File: src/fioe_pkg.sv
// shared types and constants of the fade envelope
// no dependencies
package fioe_pkg;

  localparam int LEN_W         = 24;
  localparam int TOTAL_W       = 26;
  localparam int DELTA_W       = 16;
  localparam int WEIGHT_W      = 16;
  localparam int POS_W         = 32;
  localparam int Q_FRAC        = 15;
  localparam int TIME_BITS_DEF = 32;

  localparam logic [WEIGHT_W-1:0] ONE_Q15 = WEIGHT_W'(32768);

  localparam logic [1:0] PH_IN     = 2'd0;
  localparam logic [1:0] PH_STEADY = 2'd1;
  localparam logic [1:0] PH_OUT    = 2'd2;

  localparam logic OP_START = 1'b0;
  localparam logic OP_TICK  = 1'b1;

  typedef struct packed {
    logic               operation;
    logic [DELTA_W-1:0] delta;
    logic [LEN_W-1:0]   fade_in_len;
    logic [LEN_W-1:0]   fade_out_len;
  } fioe_in_t;

  typedef struct packed {
    logic [WEIGHT_W-1:0] weight;
    logic                active;
    logic [1:0]          phase;
    logic [POS_W-1:0]    play_position;
  } fioe_out_t;

endpackage

File: src/fioe_div.sv
// radix-2 restoring divider giving a saturated q1.15 ratio num/den
// depends on fioe_pkg
module fioe_div
  import fioe_pkg::*;
(
  input  logic               clk_i,
  input  logic               rst_ni,
  input  logic               start_i,
  input  logic [TOTAL_W-1:0] num_i,
  input  logic [LEN_W-1:0]   den_i,
  output logic               done_o,
  output logic [WEIGHT_W-1:0] quot_o
);

  localparam int CNT_W = $clog2(Q_FRAC);

  logic                busy_q, busy_d;
  logic                done_q, done_d;
  logic [CNT_W-1:0]    cnt_q, cnt_d;
  logic [LEN_W-1:0]    rem_q, rem_d;
  logic [LEN_W-1:0]    den_q, den_d;
  logic [WEIGHT_W-1:0] quot_q, quot_d;
  logic [LEN_W:0]      trial;
  logic [LEN_W:0]      diff;
  logic                fits;
  logic                sat;

  assign trial = {rem_q, 1'b0};
  assign diff  = trial - {1'b0, den_q};
  assign fits  = trial >= {1'b0, den_q};
  assign sat   = num_i >= TOTAL_W'(den_i);

  always_comb begin
    busy_d = busy_q;
    done_d = 1'b0;
    cnt_d  = cnt_q;
    rem_d  = rem_q;
    den_d  = den_q;
    quot_d = quot_q;
    if (start_i) begin
      den_d = den_i;
      if (sat) begin
        quot_d = ONE_Q15;
        done_d = 1'b1;
        busy_d = 1'b0;
      end else begin
        rem_d  = num_i[LEN_W-1:0];
        quot_d = '0;
        cnt_d  = CNT_W'(Q_FRAC - 1);
        busy_d = 1'b1;
      end
    end else if (busy_q) begin
      if (fits) begin
        rem_d = diff[LEN_W-1:0];
      end else begin
        rem_d = trial[LEN_W-1:0];
      end
      quot_d = {quot_q[WEIGHT_W-2:0], fits};
      if (cnt_q == '0) begin
        busy_d = 1'b0;
        done_d = 1'b1;
      end else begin
        cnt_d = cnt_q - 1'b1;
      end
    end
  end

  always_ff @(posedge clk_i or negedge rst_ni) begin
    if (!rst_ni) begin
      busy_q <= 1'b0;
      done_q <= 1'b0;
      cnt_q  <= '0;
    end else begin
      busy_q <= busy_d;
      done_q <= done_d;
      cnt_q  <= cnt_d;
    end
  end

  always_ff @(posedge clk_i) begin
    rem_q  <= rem_d;
    den_q  <= den_d;
    quot_q <= quot_d;
  end

  assign done_o = done_q;
  assign quot_o = quot_q;

endmodule

File: src/fade_in_out_weight_envelope.sv
// linear fade-in / fade-out weight envelope, top level
// depends on fioe_pkg and fioe_div
//
// One transaction in gives one transaction out. A start transaction rewinds
// the clip and latches the fade lengths; its result is ready once it has
// passed the add state. A tick with no ratio to compute passes the add and
// evaluate states; a tick in a fade phase then runs the shared restoring
// divider, one quotient bit per cycle, which returns one outright if the ratio
// saturates. The block takes no new transaction until its result has been
// taken and it is idle again. clip_length may be written when idle.
module fade_in_out_weight_envelope
  import fioe_pkg::*;
#(
  parameter int TIME_BITS = TIME_BITS_DEF
) (
  input  logic             clk_i,
  input  logic             rst_ni,
  input  logic             in_valid_i,
  output logic             in_stall_o,
  input  fioe_in_t         in_data_i,
  output logic             out_valid_o,
  input  logic             out_stall_i,
  output fioe_out_t        out_data_o,
  input  logic             cfg_valid_i,
  output logic             cfg_ready_o,
  input  logic [LEN_W-1:0] cfg_data_i
);

  localparam int CMP_W = (TIME_BITS > TOTAL_W) ? TIME_BITS : TOTAL_W;
  localparam int PW    = (TIME_BITS > POS_W) ? TIME_BITS : POS_W;

  typedef enum logic [4:0] {
    ST_IDLE = 5'b00001,
    ST_ADD  = 5'b00010,
    ST_EVAL = 5'b00100,
    ST_DIV  = 5'b01000,
    ST_RES  = 5'b10000
  } state_e;

  state_e               state_q, state_d;
  fioe_in_t             item_q;
  logic [LEN_W-1:0]     clip_q;
  logic [1:0]           phase_q, phase_d;
  logic [WEIGHT_W-1:0]  weight_q, weight_d;
  logic                 active_q, active_d;
  logic [TIME_BITS-1:0] elapsed_q, elapsed_d;
  logic [TIME_BITS-1:0] pos_q, pos_d;
  logic [LEN_W-1:0]     fade_in_q, fade_in_d;
  logic [LEN_W-1:0]     fade_out_q, fade_out_d;
  logic [TOTAL_W-1:0]   total_q, total_d;

  logic [TIME_BITS:0]   elapsed_sum;
  logic [TIME_BITS:0]   pos_sum;
  logic [TIME_BITS-1:0] elapsed_sat;
  logic [TIME_BITS-1:0] pos_sat;
  logic [CMP_W-1:0]     e_c;
  logic [CMP_W-1:0]     total_c;
  logic [CMP_W-1:0]     steady_end_c;
  logic [CMP_W-1:0]     rest_c;

  logic [1:0]           ev_phase;
  logic [WEIGHT_W-1:0]  ev_weight;
  logic                 ev_active;
  logic [TIME_BITS-1:0] ev_pos;
  logic                 ev_div;
  logic [TOTAL_W-1:0]   ev_num;
  logic [LEN_W-1:0]     ev_den;

  logic                 div_start;
  logic                 div_done;
  logic [WEIGHT_W-1:0]  div_quot;
  logic [PW-1:0]        pos_w;

  assign elapsed_sum  = {1'b0, elapsed_q} + (TIME_BITS+1)'(item_q.delta);
  assign elapsed_sat  = elapsed_sum[TIME_BITS] ? '1 : elapsed_sum[TIME_BITS-1:0];
  assign pos_sum      = {1'b0, pos_q} + (TIME_BITS+1)'(item_q.delta);
  assign pos_sat      = pos_sum[TIME_BITS] ? '1 : pos_sum[TIME_BITS-1:0];
  assign e_c          = CMP_W'(elapsed_q);
  assign total_c      = CMP_W'(total_q);
  assign steady_end_c = CMP_W'(clip_q) + CMP_W'(fade_in_q);
  assign rest_c       = total_c - e_c;

  // phase walk of a tick on the updated elapsed time
  always_comb begin
    ev_phase  = phase_q;
    ev_weight = weight_q;
    ev_active = 1'b1;
    ev_pos    = pos_q;
    ev_div    = 1'b0;
    ev_num    = '0;
    ev_den    = '0;
    if (ev_phase == PH_IN) begin
      if (e_c < CMP_W'(fade_in_q)) begin
        ev_div = 1'b1;
        ev_num = TOTAL_W'(e_c);
        ev_den = fade_in_q;
      end else begin
        ev_phase  = PH_STEADY;
        ev_weight = ONE_Q15;
      end
    end
    if (ev_phase == PH_STEADY) begin
      ev_pos = pos_sat;
      if (e_c >= steady_end_c) begin
        ev_phase = PH_OUT;
      end
    end
    if (ev_phase == PH_OUT) begin
      if (e_c < total_c) begin
        ev_div = 1'b1;
        ev_num = TOTAL_W'(rest_c);
        ev_den = fade_out_q;
      end else begin
        ev_weight = '0;
        ev_active = 1'b0;
      end
    end
  end

  always_comb begin
    state_d    = state_q;
    phase_d    = phase_q;
    weight_d   = weight_q;
    active_d   = active_q;
    elapsed_d  = elapsed_q;
    pos_d      = pos_q;
    fade_in_d  = fade_in_q;
    fade_out_d = fade_out_q;
    total_d    = total_q;
    div_start  = 1'b0;
    unique case (state_q)
      ST_IDLE: begin
        if (in_valid_i) begin
          state_d = ST_ADD;
        end
      end
      ST_ADD: begin
        if (item_q.operation == OP_START) begin
          pos_d      = '0;
          elapsed_d  = '0;
          fade_in_d  = item_q.fade_in_len;
          fade_out_d = item_q.fade_out_len;
          total_d    = TOTAL_W'(clip_q) + TOTAL_W'(item_q.fade_in_len)
                       + TOTAL_W'(item_q.fade_out_len);
          phase_d    = PH_IN;
          active_d   = 1'b1;
          state_d    = ST_RES;
        end else begin
          elapsed_d = elapsed_sat;
          state_d   = ST_EVAL;
        end
      end
      ST_EVAL: begin
        phase_d   = ev_phase;
        pos_d     = ev_pos;
        active_d  = ev_active;
        weight_d  = ev_weight;
        div_start = ev_div;
        state_d   = ev_div ? ST_DIV : ST_RES;
      end
      ST_DIV: begin
        if (div_done) begin
          weight_d = div_quot;
          state_d  = ST_RES;
        end
      end
      ST_RES: begin
        if (!out_stall_i) begin
          state_d = ST_IDLE;
        end
      end
      default: begin
        state_d = ST_IDLE;
      end
    endcase
  end

  always_ff @(posedge clk_i or negedge rst_ni) begin
    if (!rst_ni) begin
      state_q    <= ST_IDLE;
      clip_q     <= '0;
      phase_q    <= PH_STEADY;
      weight_q   <= ONE_Q15;
      active_q   <= 1'b1;
      elapsed_q  <= '0;
      pos_q      <= '0;
      fade_in_q  <= '0;
      fade_out_q <= '0;
      total_q    <= '0;
    end else begin
      state_q    <= state_d;
      phase_q    <= phase_d;
      weight_q   <= weight_d;
      active_q   <= active_d;
      elapsed_q  <= elapsed_d;
      pos_q      <= pos_d;
      fade_in_q  <= fade_in_d;
      fade_out_q <= fade_out_d;
      total_q    <= total_d;
      if (cfg_valid_i) begin
        clip_q <= cfg_data_i;
      end
    end
  end

  always_ff @(posedge clk_i) begin
    if (state_q == ST_IDLE && in_valid_i) begin
      item_q <= in_data_i;
    end
  end

  fioe_div u_div (
    .clk_i   (clk_i),
    .rst_ni  (rst_ni),
    .start_i (div_start),
    .num_i   (ev_num),
    .den_i   (ev_den),
    .done_o  (div_done),
    .quot_o  (div_quot)
  );

  assign pos_w = PW'(pos_q);

  assign in_stall_o  = (state_q != ST_IDLE);
  assign out_valid_o = (state_q == ST_RES);
  assign cfg_ready_o = 1'b1;

  assign out_data_o.weight        = weight_q;
  assign out_data_o.active        = active_q;
  assign out_data_o.phase         = phase_q;
  assign out_data_o.play_position = (pos_w > PW'({POS_W{1'b1}})) ? '1 : pos_w[POS_W-1:0];

endmodule

File: config.mk
export PLATFORM = sky130hd
export DESIGN_NAME = fade_in_out_weight_envelope
export DESIGN_NICKNAME = d
export VERILOG_FILES = /design/src/fioe_pkg.sv /design/src/fioe_div.sv /design/src/fade_in_out_weight_envelope.sv
export SDC_FILE = /design/constraint.sdc
export NUM_CORES = 1
export LEC_CHECK = 0
export BUFFER_PORTS_ARGS = -buffer_cell sky130_fd_sc_hd__buf_4
export CORE_ASPECT_RATIO = 1.2
export CORE_MARGIN = 8
export CORE_UTILIZATION = 40
export DETAILED_ROUTE_END_ITERATION = 8
export SLEW_MARGIN = 25
export SYNTH_ARGS = -nofsm -noshare
export SYNTH_HDL_FRONTEND = slang
export SYNTH_SLANG_ARGS = --single-unit
File: constraint.sdc
create_clock -name clk_i -period 6.8 [get_ports clk_i]
set_input_delay 1.7 -clock clk_i [delete_from_list [all_inputs] [get_ports clk_i]]
set_output_delay 1.7 -clock clk_i [all_outputs]
set_load 0.02 [all_outputs]
## Word level (Yosys, flattened, before mapping)

Index checks and enable logic that the tools add are counted.

| storage, ports and cells | value |
|---|---|
| bits in registers | 321 |
| bits of input ports | 94 |
| output and inout port bits | 54 |
| word-level logic and storage cells | 124 |

| cells by class | value |
|---|---|
| $add $sub $neg | 8 |
| order comparisons | 6 |
| eq/ne operators | 15 |
| mux-type cells | 61 |
| bitwise logic cells | 1 |
| reduce and logical (&&, ||, !) cells | 13 |

Operator list:

| operator | count |
|---|---|
| $mux 24 | 8 |
| $mux 32 | 6 |
| $mux 16 | 8 |
| $mux 26 | 4 |
| $add 32x16->33 | 2 |
| $pmux 32 s2 | 1 |
| $add 24x24->25 | 2 |
| $ge 32x25->1 | 1 |
| $gt 32x32->1 const B | 1 |
| $lt 32x24->1 | 1 |
| $lt 32x26->1 | 1 |
| $pmux 16 s2 | 1 |
| $add 25x24->26 | 1 |
| $ge 26x24->1 | 1 |
| $sub 26x26->26 | 1 |
| $ge 25x24->1 | 1 |
| $mux 5 | 5 |
| $pmux 5 s5 | 1 |
| $sub 24x24->24 | 1 |
| $mux 1 | 16 |
| $mux 4 | 4 |
| $ne 2x2->1 const B | 6 |
| $mux 2 | 5 |
| $reduce_and 3->1 | 3 |
| 18 further kinds | 23 |

## Longest topological paths before layout

Gate-level depths: netlist of the first run.

| logic depth | value |
|---|---|
| depth after elaboration | 10 |
| depth in mapped cells | 33 |
| depth with buffers taken out | 31 |

## Cells and area by module

A second synthesis of the first run with hierarchy kept.

| unflattened totals | value |
|---|---|
| cells, all modules | 2,343 |
| area, all modules | 22,296.4 um2 |

By module, submodules not included:

| module | times used | cells each | area an instance (um2) | seq. area each (um2) |
|---|---|---|---|---|
| fade_in_out_weight_envelope | 1 | 1,859 | 17,433.0 | 6,611.3 |
| fioe_div | 1 | 484 | 4,863.4 | 2,072.0 |

## Least setup slack after synthesis of the first run

No wires, ideal clock.

| path | value |
|---|---|
| kind | reg-to-reg |
| start | reg clip_q[4] |
| end | reg u_div.rem_q[0], enable pin |
| setup time | 0.412 ns |
| arrival | 6.937 ns |
| data required time | 6.388 ns |
| slack | -0.549 ns |
| cell stages (with the launch flop) | 31 |
| buffers on the path | 2 |
| period minus slack after synthesis | 7.349 ns |
| path through | dfrtp_1 > ha_1 > nor4_1 > a21oi_1 > a31oi_1 > a2bb2oi_1 > o31ai_1 > o21ai_0 > o211a_1 > nor3_1 > a311oi_1 > ha_1 > nand2_1 > nor2_1 > a2111oi_0 > nand2_1 > a31oi_1 > o31ai_1 > nor2b_1 > buf_2 > buf_2 > a22oi_1 > ha_1 > and3_1 > a311o_1 > o221ai_1 > a211oi_1 > o2111ai_1 > and3_1 > o21ai_1 > a21boi_1 |

| between the ends | value |
|---|---|
| cells in the longest elaborated chain, start to end | 9 |
| elaborated cells between the ends (all ways) | 13 |
| those cells by class | add/sub: 1; order compare: 2; eq/ne: 2; mux: 6; reduce/logical: 2 |

RTL lines:

| item | line | source |
|---|---|---|
| start: declaration | fade_in_out_weight_envelope.sv:42 | `logic [LEN_W-1:0] clip_q;` |
| start signal: assignment | fade_in_out_weight_envelope.sv:201 | `clip_q <= cfg_data_i;` |
| $add 24x24->25 (*) | fade_in_out_weight_envelope.sv:80 | `assign steady_end_c = CMP_W'(clip_q) + CMP_W'(fade_in_q);` |
| $ge 32x25->1 (*) | fade_in_out_weight_envelope.sv:104 | `if (e_c >= steady_end_c) begin` |
| $mux 2 (*) | fade_in_out_weight_envelope.sv:104 |  |
| $mux 2 (*) | fade_in_out_weight_envelope.sv:102 | `if (ev_phase == PH_STEADY) begin` |
| $eq 2x2->1 (*) | fade_in_out_weight_envelope.sv:108 | `if (ev_phase == PH_OUT) begin` |
| $mux 26, or another cell as far along | fade_in_out_weight_envelope.sv:108 |  |
| $ge 26x24->1 / $mux 1 (equally long branches) | fioe_div.sv:31, fade_in_out_weight_envelope.sv:131 |  |
| $ne 2x2->1 (no source line) / $reduce_bool 2->1 (equally long branches) | -- |  |
| $reduce_and 2->1 (no source line) (*) | -- |  |
| end signal: assignment | fioe_div.sv:81 | `rem_q <= rem_d;` |
| end: declaration | fioe_div.sv:20 | `logic [LEN_W-1:0] rem_q, rem_d;` |

Every way passes the cells marked *; elsewhere a longest branch is shown, timed or not.
A chain may end at the register's enable or synchronous reset.

## Worst setup path after layout of the first run

| path | value |
|---|---|
| start | reg fade_in_q[0] |
| end | reg u_div.rem_q[0], enable pin |

| between the ends | value |
|---|---|
| cells in the longest elaborated chain, start to end | 10 |
| elaborated cells between the ends (all ways) | 26 |
| those cells by class | add/sub: 1; order compare: 3; eq/ne: 3; mux: 17; reduce/logical: 2 |

RTL lines:

| item | line | source |
|---|---|---|
| start: declaration | fade_in_out_weight_envelope.sv:48 | `logic [LEN_W-1:0] fade_in_q, fade_in_d;` |
| start signal: assignment | fade_in_out_weight_envelope.sv:197 | `fade_in_q <= fade_in_d;` |
| parallel branches: the longest is 9 deep, another holds $ge 32x25->1 | -- |  |
| $reduce_and 2->1 (no source line) (*) | -- |  |

Mark *: on every way between the ends.

==> impl_metrics.tcl, run 1 <==
set metrics [dict create \
    synth_cells 2294 \
    drc 0 \
    io_pins 148 \
    slowest_delay_ns 0.38 \
    timing.hold.ws_ns 0.4866 \
    ant_nets 0 \
    mostFrequentLayoutCells "nand2_1, buf_4, ha_1" \
    layout.cells.non_filler 3286 \
    ff2ff_setup_slack_ns 0.27 \
    cts_tree "built" \
    clk_pin_slew_worst_paths_ns 0.06 \
    syn_avg_cell_area_sq_um 9.583 \
    yosysSeqAreaShare_pct 39.50 \
    syn-num-nets 2645 \
    drv_slew 0 \
    critical_path_class "flip-flop to flip-flop" \
    max-slew-margin-rel_pct 28.75 \
    die_w_microns 230.0 \
    die_h_microns 272.8 \
    crit_top_cell "a21oi_1" \
    r2r-end "u_div.rem_q[0]" \
    setup_viol 0 \
    vias 18370 \
    rr_startpoint "fade_in_q[0]" \
    clock-sinks 321 \
    peakVddDrop_v 0.0001805 \
    total_power_uw 11180 \
    fin_crit_ns 6.532 \
    initial_core_util_pct 40.28 \
    hold_depth 2 \
    rows 94 \
    netlist_area_sq_mm 0.02198 \
    ys_async_sr_fraction_pct 59.81 \
    finalNetCount 2889 \
    mostFrequentLayoutCell "nand2_1" \
    worstPathMaxFanout 7 \
    drt_wl_total_microns 67570 \
    period_share_pct 96.06 \
    yosys.cell_types.count 88 \
    drive_gt1_share_pct 18.67 \
    hp-start "fade_out_q[6]" \
    worstMarginPinSlew_ns 1.069 \
    dieArea_sq_mm 0.06275 \
    ff2ff_path_depth 32 \
    dp_hpwl_microns 52040 \
    antenna_found_initial 1 \
    core_sq_mm 0.05457 \
    cp.arrival_ns 6.79 \
    clock_latency_ns 0.55 \
    routabilityCongestion 0.9474 \
    diodes 0 \
    hold_class "flip-flop to flip-flop" \
    crit_path_end_kind "flip-flop" \
    grt_pass1_vias 18440 \
    fmax_mhz 153.1 \
    status "completed" \
    fin_skew_ns 0.01695 \
    clockBufferDepth 3 \
    yosys_warnings 0 \
    io_buffer_count 146 \
    slowest_stage "fa_2" \
    htree_levels 2 \
    startpoint_type "flip-flop" \
    synthToLayoutAreaGrowth_pct 19.47 \
    cts_root_buffer "clkbuf_16" \
    min_to "fade_out_q[6]" \
    drt_iter0_drc 1216 \
    dp_cells 3200 \
    overflow 0 \
    vias_per_cell 5.589 \
    cts_hold_buffers 0 \
    fillCellCount 5221 \
    hold_viol_final 0 \
    cap_violations 0 \
    grt_max_degree 130 \
    grt_usage_pct 20.75 \
    grt_pass1_wl_microns 105100 \
    synth_edf_count 129 \
    cts_buffers 36 \
    drt-wirelength-per-cell_microns 20.56 \
    required_ns 7.06 \
    p_per_area_mw_per_mm2 425.6 \
    synth-seq-cells 321 \
    p_leak_uw 0.01188 \
    synth-main-ff-cell "dfrtp_1" \
    firstDrtPassIters 5 \
]
## cell families after synthesis
family | share of synthesized area [%]
AO/OA/AOI/OAI | 19.85
AND/OR/NAND/NOR | 13.90
flip-flops | 39.50
adder cells (fa/ha/maj) | 15.65
buffers and inverters | 4.673
XOR/XNOR | 3.506
multiplexers | 2.908
other | 0.01706
## state kept, by name, summed over array words and instances (netlist names)
signal,flops
state_q,5
pos_q,32
fade_out_q,24
item_q,65
u_div.quot_o,16
e_c,32
total_q,26
u_div.done_o,1
fade_in_q,24
clip_q,24
u_div.den_q,24
active_q,1
u_div.busy_q,1
phase_q,2
u_div.rem_q,24
weight_q,16
u_div.cnt_q,4
## Yosys cell counts (all sizes together) (24+ instances only)
library cell | instances | share of area, %
xnor2 | 57 | 2.3
buf | 27 | 0.78
nand2b | 31 | 0.92
o21ai | 188 | 4.3
o21a | 25 | 0.85
nand3 | 45 | 1.1
clkbuf | 47 | 0.80
edfxtp | 129 | 18
mux2 | 55 | 2.8
dfrtp | 188 | 21
a31oi | 27 | 0.77
nor2 | 103 | 1.8
o211ai | 24 | 0.82
inv | 181 | 3.1
a211oi | 27 | 0.92
a22oi | 25 | 0.85
a21oi | 156 | 3.6
ha | 227 | 13
a21o | 58 | 2.0
nand2 | 270 | 4.6
fa | 30 | 2.7
nor2b | 36 | 1.0
xor2 | 31 | 1.2
nor3 | 44 | 1.0
## power by group
part           switching [uW]  internal (uW)  total (uW)
logic                    3470           2630        6100
registers                 483           2550        3030
clock network             840           1200        2040
total                    4800           6380       11200
## final cells by class
| type | count | area [sq um] | area share, % |
|---|---|---|---|
| Inverter | 181 | 679.4 | 2.587 |
| Tap cell | 720 | 900.9 | 3.430 |
| Clock inverter | 17 | 192.7 | 0.7336 |
| Timing Repair Buffer | 279 | 2223 | 8.466 |
| Multi-Input combinational cell | 1719 | 12540 | 47.75 |
| Clock buffer | 49 | 1044 | 3.973 |
| Sequential cell | 321 | 8683 | 33.06 |
## worst max path at each step
stage,from,end,cells after the start
after global routing,fade_in_q[0],u_div.rem_q[1],33
after CTS,clip_q[2],u_div.rem_q[9],32
after global placement,clip_q[4],u_div.rem_q[17],31
after detailed placement,clip_q[2],u_div.rem_q[16],32
final,fade_in_q[0],u_div.rem_q[0],32
after floorplan,clip_q[4],u_div.rem_q[0],30
## worst max-delay path, delay by kind of cell, from the launching register on
family	cells	cell delay [ns]
buffers and inverters	5	0.77
adders and majority gates	4	1.20
and+or+nand+nor	5	1.01
DFF	1	0.36
AOI/OAI and AO/OA	18	2.90
## routing by layer
layer / global-route usage, % / routed length, microns
met2: 36.28 / 33460
met4: 8.210 / 2857
met1: 26.22 / 29040
met5: 0 / 0
met3: 1.899 / 2204
## stage by stage
stage               TNS [ns]  setup WS (ns)  util, %  instance area (sq um)
floorplan                  0         0.1507        -                  21990
global placement     -0.4354       -0.01999    45.08                  24600
detailed placement    -2.897        -0.1216    45.08                  24600
CTS                        0        0.01661    47.37                  25850
global route         -0.5588       -0.03268    48.13                  26260
finish                     0         0.2680    48.13                  26260
## repair_timing
action                     CTS  global route
buffers inserted             0            15
gates resized for setup      5            46
setup endpoints to repair   25            31
pin swaps                    0            31
cloned                       0             5
No activity file was read; power rests on OpenSTA's default activity.
==> run 2: changes to the inputs <==
--- a/config.mk
+++ b/config.mk
@@ -10,6 +10,7 @@
 export CORE_MARGIN = 8
 export CORE_UTILIZATION = 40
 export DETAILED_ROUTE_END_ITERATION = 8
+export REMOVE_ABC_BUFFERS = 1
 export SLEW_MARGIN = 25
 export SYNTH_ARGS = -nofsm -noshare
 export SYNTH_HDL_FRONTEND = slang
==> impl_metrics.tcl, run 2 (synthesis gave the netlist of run 1 again) <==
set metrics [dict create \
    cts_root_buffer "clkbuf_16" \
    synthToLayoutAreaGrowth_pct 19.05 \
    cp.arrival_ns 6.87 \
    drt-wirelength-per-cell_microns 20.34 \
    dieArea_sq_mm 0.06275 \
    drt_iter0_drc 1087 \
    fin_crit_ns 6.585 \
    hold_viol_final 0 \
    diodes 0 \
    setup_viol 0 \
    finalNetCount 2870 \
    htree_levels 2 \
    die_w_microns 230.0 \
    p_per_area_mw_per_mm2 425.8 \
    drc 0 \
    cts_hold_buffers 0 \
    fmax_mhz 151.9 \
    peakVddDrop_v 0.0002010 \
    max-slew-margin-rel_pct 29.45 \
    clockBufferDepth 3 \
    largest_reg_flops 65 \
    clock_latency_ns 0.57 \
    worstMarginPinSlew_ns 1.058 \
    critical_path_class "flip-flop to flip-flop" \
    grt_pass1_vias 18840 \
    firstDrtPassIters 5 \
    p_leak_uw 0.01176 \
    overflow 0 \
    slowest_stage "nor2b_4" \
    drt_wl_total_microns 66500 \
    fillCellCount 5131 \
    worstPathMaxFanout 18 \
    clock-sinks 321 \
    routabilityCongestion 0.9484 \
    fin_skew_ns 0.04124 \
    io_pins 148 \
    grt_usage_pct 20.67 \
    antenna_found_initial 0 \
    cp_num_buf_inv 8 \
    die_h_microns 272.8 \
    clk_pin_slew_worst_paths_ns 0.06 \
    dp_hpwl_microns 51650 \
    status "completed" \
    mostFrequentLayoutCells "nand2_1, buf_4, ha_1" \
    dp_cells 3191 \
    layout.cells.non_filler 3269 \
    cts_tree "built" \
    startpoint_type "flip-flop" \
    drv_slew 0 \
    cap_violations 0 \
    rows 94 \
    seqCellArea_sq_mm 0.008683 \
    drive_gt1_share_pct 18.32 \
    hold_class "flip-flop to flip-flop" \
    mostFrequentLayoutCell "nand2_1" \
    grt_pass1_wl_microns 103700 \
    critical_path.top_delay_family "compound AO/OA/AOI/OAI gates" \
    ant_nets 0 \
    vias 18260 \
    slowest_delay_ns 0.40 \
    period_share_pct 96.84 \
    core_sq_mm 0.05457 \
    initial_core_util_pct 40.28 \
    grt_max_degree 135 \
    multi_input_area_sq_mm 0.01262 \
    post-route-util_pct 47.96 \
    io_buffer_count 146 \
    rsz0062_at_grt "true" \
    crit_path_end_kind "flip-flop" \
    top_register "item_q" \
    cts_buffers 38 \
    required_ns 7.09 \
    vias_per_cell 5.585 \
]
[run 2: what timing repair did]
action	4_1_cts	5_1_grt
endpoints found under the setup margin	31	31
buffers inserted	2	6
resized for setup	21	42
pin swaps	4	34
cloned	1	2
[run 2: path summary, 6_finish.rpt]
path,startpoint,to,slack [ns],cells after the start
worst max-delay path,fade_in_q[0],u_div.rem_q[3],0.21,34
worst min-delay path,u_div.quot_o[15],weight_q[15],0.50,1
worst max register to register,fade_in_q[0],u_div.rem_q[3],0.21,34
worst min register to register,u_div.quot_o[15],weight_q[15],0.50,1
max in group asynchronous,rst_ni,fade_out_q[20],4.41,2
min in group asynchronous,rst_ni,fade_in_q[2],1.13,1
[run 2: cell type report]
cell class / count / share of cell area (%)
clock buffers: 50 / 3.963
repair buffers: 259 / 7.860
flip-flops and latches: 321 / 33.18
multi-input cells: 1718 / 48.21
clock inverters: 20 / 0.7458
inverters: 181 / 2.596
well taps: 720 / 3.442
[run 2: metrics by stage]
stage               TNS, ns  hold slack [ns]  total power (uW)  area [sq um]  worst slack, ns
floorplan            -33.22           0.4467              6869         21640           -1.351
global placement     -16.84           0.4740              8694         24500          -0.5961
detailed placement   -19.30           0.4796              8796         24510          -0.6799
CTS                       0           0.4943             11010         25900          0.02487
global route         -1.070           0.5290             12010         26170         -0.06687
finish                    0           0.4984             11140         26170           0.2147
[run 2: per-layer routing]
| layer | GRT usage, % | wire length, microns | vias up |
|---|---|---|---|
| li1 | - | - | 8770 |
| met1 | 25.69 | 28410 | 8886 |
| met2 | 36.28 | 32510 | 497 |
| met3 | 3.206 | 3389 | 105 |
| met4 | 6.891 | 2187 | 0 |
| met5 | 0 | 0 | - |
[run 2: where the power goes]
| part | total (uW) | leakage [uW] | internal [uW] | switching, uW |
|---|---|---|---|---|
| clock | 2040 | 0.000589 | 1170 | 868 |
| sequential | 3040 | 0.00368 | 2550 | 491 |
| combinational | 6070 | 0.00749 | 2620 | 3450 |
